**config.mk**
```make
export PLATFORM = sky130hd
export DESIGN_NAME = sorted_priority_queue
export DESIGN_NICKNAME = d
export VERILOG_FILES = /design/src/hdl/spq_pkg.sv /design/src/hdl/spq_cell.sv /design/src/hdl/sorted_priority_queue.sv
export SDC_FILE = /design/constraint.sdc
export NUM_CORES = 2
export LEC_CHECK = 0
export BUFFER_PORTS_ARGS = -buffer_cell sky130_fd_sc_hd__buf_2
export CAP_MARGIN = 20
export CORE_MARGIN = 3
export CORE_UTILIZATION = 59
export DETAILED_ROUTE_END_ITERATION = 8
export GPL_TIMING_DRIVEN = 0
export PLACE_DENSITY = 0.76
export RECOVER_POWER = 25
export SLEW_MARGIN = 20
export SYNTH_ARGS = -nofsm -noshare
export SYNTH_HDL_FRONTEND = slang
export SYNTH_SLANG_ARGS = --single-unit
```
**constraint.sdc**
```tcl
create_clock -name clk_i -period 7.08 [get_ports clk_i]
set_input_delay 0.354 -clock clk_i [delete_from_list [all_inputs] [get_ports clk_i]]
set_output_delay 0.354 -clock clk_i [all_outputs]
set_load 0.05 [all_outputs]
```
**src/hdl/spq_pkg.sv**
```systemverilog
// ----------------------------------------------------------------------------
// spq_pkg
// Types and constants shared by the sorted priority queue and its cells.
// ----------------------------------------------------------------------------
package spq_pkg;

  localparam int unsigned DEPTH = 16;
  localparam int unsigned CNT_W = $clog2(DEPTH + 1);
  localparam int unsigned PRIO_W = 16;
  localparam int unsigned PAY_W = 16;
  localparam int unsigned OCC_W = 5;

  typedef enum logic [1:0] {
    ST_ENQ   = 2'd0,
    ST_FULL  = 2'd1,
    ST_DEQ   = 2'd2,
    ST_EMPTY = 2'd3
  } status_e;

  typedef enum logic {
    REQ_ENQ = 1'b0,
    REQ_DEQ = 1'b1
  } req_e;

  typedef struct packed {
    logic signed [PRIO_W-1:0] prio;
    logic [PAY_W-1:0]         payload;
  } entry_t;

  // shift commands broadcast to every cell
  typedef struct packed {
    logic enq;
    logic deq;
  } spq_ctrl_t;

endpackage

```
**src/hdl/spq_cell.sv**
```systemverilog
// ----------------------------------------------------------------------------
// spq_cell
// One slot of the sorted chain: compares its entry with the incoming one and
// holds, loads the new entry, or takes a neighbour's entry.
// ----------------------------------------------------------------------------
module spq_cell
  import spq_pkg::*;
(
  input  logic      clk_i,
  input  spq_ctrl_t ctrl_i,
  input  entry_t    new_i,
  input  logic      valid_i,
  input  logic      prev_take_i,
  input  entry_t    prev_i,
  input  entry_t    next_i,
  output logic      take_o,
  output entry_t    entry_o
);

  entry_t entry_q;
  entry_t entry_d;

  // slot is free or holds a strictly lower priority
  assign take_o = !valid_i || (entry_q.prio < new_i.prio);

  always_comb begin
    entry_d = entry_q;
    if (ctrl_i.enq) begin
      if (prev_take_i) begin
        entry_d = prev_i;
      end else if (take_o) begin
        entry_d = new_i;
      end
    end else if (ctrl_i.deq) begin
      entry_d = next_i;
    end
  end

  always_ff @(posedge clk_i) begin
    entry_q <= entry_d;
  end

  assign entry_o = entry_q;

endmodule

```
**src/hdl/sorted_priority_queue.sv**
```systemverilog
// ----------------------------------------------------------------------------
// sorted_priority_queue
// Priority queue kept sorted in a chain of compare-and-shift cells.
// ----------------------------------------------------------------------------
// Holds up to DEPTH entries sorted from highest to lowest priority, equal
// priorities in arrival order. Every request gives one result beat. Every
// cell compares with the incoming priority in the same cycle, so one request
// is taken per clock unless stalled and its result is in the output register
// on the next cycle; input stall rises only while a result waits unread.
// A full queue rejects an enqueue, an empty queue reports empty on dequeue.
module sorted_priority_queue
  import spq_pkg::*;
(
  input  logic                     clk_i,
  input  logic                     rst_ni,
  input  logic                     in_valid_i,
  output logic                     in_stall_o,
  input  logic                     req_type_i,
  input  logic signed [PRIO_W-1:0] prio_i,
  input  logic [PAY_W-1:0]         payload_i,
  output logic                     out_valid_o,
  input  logic                     out_stall_i,
  output logic [1:0]               status_o,
  output logic signed [PRIO_W-1:0] out_prio_o,
  output logic [PAY_W-1:0]         out_payload_o,
  output logic [OCC_W-1:0]         occupancy_o
);

  logic [CNT_W-1:0] count_q, count_d;
  logic             out_valid_q, out_valid_d;
  status_e          status_q, status_d;
  entry_t           res_q, res_d;

  logic      accept;
  logic      full, empty;
  spq_ctrl_t ctrl;
  entry_t    new_entry;
  entry_t    cell_entry [DEPTH];
  logic      cell_take  [DEPTH];
  logic      cell_valid [DEPTH];

  assign in_stall_o = out_valid_q && out_stall_i;
  assign accept     = in_valid_i && !in_stall_o;
  assign full       = (count_q == CNT_W'(DEPTH));
  assign empty      = (count_q == '0);

  assign new_entry.prio    = prio_i;
  assign new_entry.payload = payload_i;

  assign ctrl.enq = accept && (req_type_i == REQ_ENQ) && !full;
  assign ctrl.deq = accept && (req_type_i == REQ_DEQ) && !empty;

  // chain of cells
  for (genvar i = 0; i < DEPTH; i++) begin : g_cell
    assign cell_valid[i] = (count_q > CNT_W'(i));
    spq_cell u_cell (
      .clk_i       (clk_i),
      .ctrl_i      (ctrl),
      .new_i       (new_entry),
      .valid_i     (cell_valid[i]),
      .prev_take_i ((i == 0) ? 1'b0 : cell_take[(i == 0) ? 0 : i - 1]),
      .prev_i      (cell_entry[(i == 0) ? 0 : i - 1]),
      .next_i      (cell_entry[(i == DEPTH - 1) ? i : i + 1]),
      .take_o      (cell_take[i]),
      .entry_o     (cell_entry[i])
    );
  end

  always_comb begin
    count_d = count_q;
    if (ctrl.enq) begin
      count_d = count_q + CNT_W'(1);
    end else if (ctrl.deq) begin
      count_d = count_q - CNT_W'(1);
    end
  end

  always_comb begin
    out_valid_d = out_valid_q;
    status_d    = status_q;
    res_d       = res_q;
    if (accept) begin
      out_valid_d = 1'b1;
      res_d       = '0;
      if (req_type_i == REQ_ENQ) begin
        status_d = full ? ST_FULL : ST_ENQ;
      end else if (empty) begin
        status_d = ST_EMPTY;
      end else begin
        status_d = ST_DEQ;
        res_d    = cell_entry[0];
      end
    end else if (!out_stall_i) begin
      out_valid_d = 1'b0;
    end
  end

  always_ff @(posedge clk_i or negedge rst_ni) begin
    if (!rst_ni) begin
      count_q     <= '0;
      out_valid_q <= 1'b0;
    end else begin
      count_q     <= count_d;
      out_valid_q <= out_valid_d;
    end
  end

  // result beat payload
  logic [CNT_W-1:0] occ_q;

  always_ff @(posedge clk_i) begin
    status_q <= status_d;
    res_q    <= res_d;
    if (accept) begin
      occ_q <= count_d;
    end
  end

  assign out_valid_o   = out_valid_q;
  assign status_o      = status_q;
  assign out_prio_o    = res_q.prio;
  assign out_payload_o = res_q.payload;
  assign occupancy_o   = OCC_W'(occ_q);

endmodule

```
==> results.tsv <==
metric	value	unit
cts.clk_slew.worst_paths	60	ps
top_level_ports	78	
grt_setup_unrepaired	false	
grt_pass1_vias	27200	
path_class	flip-flop to flip-flop	
hold_viol	0	
cp_slowest_stage_delay	1110	ps
timing_worst_slew_pin_value	2510	ps
hold_class	input pin to async pin	
setup_viol	0	
num_vias	27000	
die_area	0.0578	mm^2
grt_max_degree	43	
post-route-util	0.667	
hpwl	84600	um
critical_path_buf_inv_count	4	
start_util	0.599	
cts_made_buffers	61	
avgSynthCellArea	10.7	um^2
timing.rr.start	count_q[0]	
place.gp.congestion	0.977	
vdd_drop_max	233	uV
ant_nets	0	
first_pass_iters	8	
core	0.0541	mm^2
rows	85	
worstPathCellList	inv_1, ha_1, and2_0, a21o_1, nor2_1, clkbuf_1, buf_1, a31oi_4, buf_16	
synth_edf_count	551	
cts-root-buf	clkbuf_16	
synth_ff_type	edfxtp_1	
drc	0	
drv_slew	52	
reg2regPathDepth	9	
cp-end-kind	flip-flop	
cts_resized	0	
yosys_warnings	0	
cts.path.max_buffers	3	
cts_tree	yes	
slew-limit-headroom	-0.693	
synth_cells	3037	
port-buffer-count	46	
placed_cell_area	0.0341	mm^2
finalSetupTns	0	ps
via_per_inst	6.90	
ys_types	59	
cts_setup_buffers	0	
cts.htree.levels	2	
area_growth	11.3	%
worst-path-max-fanout	17	
clk_latency	670	ps
avgRoutedWirePerCell	28.1	um
worstPathRequired	7490	ps
synth_fp_nets	3319	
nets	3449	
routed_wirelength	110000	um
ys_ff_latch	557	
fin_area	0.0361	mm^2
failed_checks	capacitance limit, slew limit	
syn-cell-area	0.0324	mm^2
p_per_area	337	mW/mm^2
fin_skew	29.3	ps
rrSetupSlack	1690	ps
ys_seq_area_frac	0.515	
fin_crit_sh	0.761	
power.total	12200	uW
overflow	0	
p_leak	0.0139	uW
antenna_found_initial	1	
dr.first_iter.drc_count	3544	
slowest_stage	nor2_1	
path_delay_family	buffers and inverters	
drive_gt1_frac	0.0677	
maxCapViolCount	3	
fp.dieH	240	um
period_needed	5390	ps
status	complete, but fails checks	
die_w	240	um
max_freq	186	MHz
grt_pass1_wl	163000	um
arrival	5800	ps
synth_async_sr_flop_share	0.0108	
cts_sinks	557	
grt_use_total	0.378	
rr_endpoint	g_cell[4].u_cell.entry_o[10]	
cp-start-kind	flip-flop	
metal layers:
metal  track usage  vias to the layer above  part of all wire  wire length [um]
met5             0                        -           0.00012                13
met4         0.268                        2             0.082              9090
met3        0.0492                      358             0.089              9860
met2         0.612                     1743              0.46             50800
met1         0.474                    13100              0.37             40500
li1              -                    11800                 -                 -
registers in the layout, summed over array words and instances, names as in the netlist:
signal / flops
count_q: 5
g_cell.u_cell.entry_o: 512
out_valid_o: 1
occupancy_o: 5
status_o: 2
out_prio_o: 16
out_payload_o: 16
worst reg2reg max path: stages, from the launching register on:
cell and delay (ps):
dfrtp_1 500, inv_1 130, ha_1 270, and2_0 170, a21o_1 210, nor2_1 1110
clkbuf_1 880, buf_1 890, a31oi_4 570, buf_16 370
kinds of logic (layout without fill, tap and decap cells):
group                      Yosys count  in the layout  share of synthesized area
and+or+nand+nor                   1046           1046                      0.143
AOI/OAI and AO/OA                  684            684                      0.135
DFF                                557            557                      0.515
buffers and inverters              262            443                     0.0351
adders and majority gates          245            245                     0.0946
muxes                              239            239                     0.0762
xor gates and xnor gates             4              4                    0.00108
other                                0              4                          0
cell usage in the layout, fill, tap and decap left out, drive strengths merged, types with 5 or more instances in the layout:
master	synthesis	routed
nand2	602	602
edfxtp	551	551
clkbuf	173	294
o211ai	268	268
ha	245	245
nand3	239	239
o21ai	237	237
mux2i	203	203
a21oi	83	83
buf	62	75
nand4	54	54
nor2	44	44
and3	37	37
mux2	36	36
clkinv	0	32
inv	27	28
nand2b	19	19
a21o	19	19
a31oi	14	14
a211oi	13	13
nor2b	11	11
nor3	11	11
a2111oi	9	9
and4	9	9
bufinv	0	8
o21a	6	6
a221oi	6	6
dfrtp	6	6
nor3b	5	5
o311ai	5	5
synth_stat cells (40+ instances only):
library cell,number,area [um^2]
o211ai_1,268,2010
clkbuf_1,173,649
nor2_1,44,165
nand3_1,239,1200
o21ai_0,225,1130
a21oi_1,83,415
edfxtp_1,551,16500
mux2i_1,199,1990
nand4_1,54,338
buf_2,40,200
ha_1,245,3070
nand2_1,602,2260
power breakdown:
| group | internal (uW) | switching (uW) |
|---|---|---|
| registers | 4360 | 405 |
| clock network | 1870 | 1430 |
| logic | 1380 | 2720 |
| total | 7600 | 4550 |
area by class of cell:
class	count	area, um^2
clock inverters	43	433
well taps	696	871
plain buffers	235	1010
multi-input cells	2218	14700
clock buffers	71	1560
diodes	4	10.0
repair buffers	67	652
inverters	27	101
fillers	4164	18000
flip-flops and latches	557	16700
metrics by stage:
step / hold slack [ps] / std cells / worst slack, ps
global route: 158 / 3914 / 1550
detailed placement: 191 / 3795 / 1760
global placement: 187 / 3779 / -501
finish: 117 / 3918 / 1690
CTS: 46.2 / 3913 / 2300
floorplan: 58.4 / 3037 / 2310
timing repair:
| action | CTS | global route |
|---|---|---|
| endpoints found under the hold margin | 8 | 0 |
| hold buffers | 4 | 0 |
| setup endpoints to repair | 0 | 0 |
worst max-delay path by stage:
stage                            from                      endpoint  slack [ps]  cells past startpoint
after CTS                  count_q[0]  g_cell[4].u_cell.entry_o[19]        2300                      9
final                      count_q[0]  g_cell[4].u_cell.entry_o[10]        1690                      9
after floorplan            prio_i[15]   g_cell[2].u_cell.entry_o[0]        2310                     11
after detailed placement    prio_i[9]  g_cell[11].u_cell.entry_o[6]        1760                     11
after global routing      out_valid_o  g_cell[14].u_cell.entry_o[6]        1550                      7
after global placement     prio_i[15]   g_cell[4].u_cell.entry_o[8]        -500                     11
Note: power is estimated with default switching activity, not from simulation.
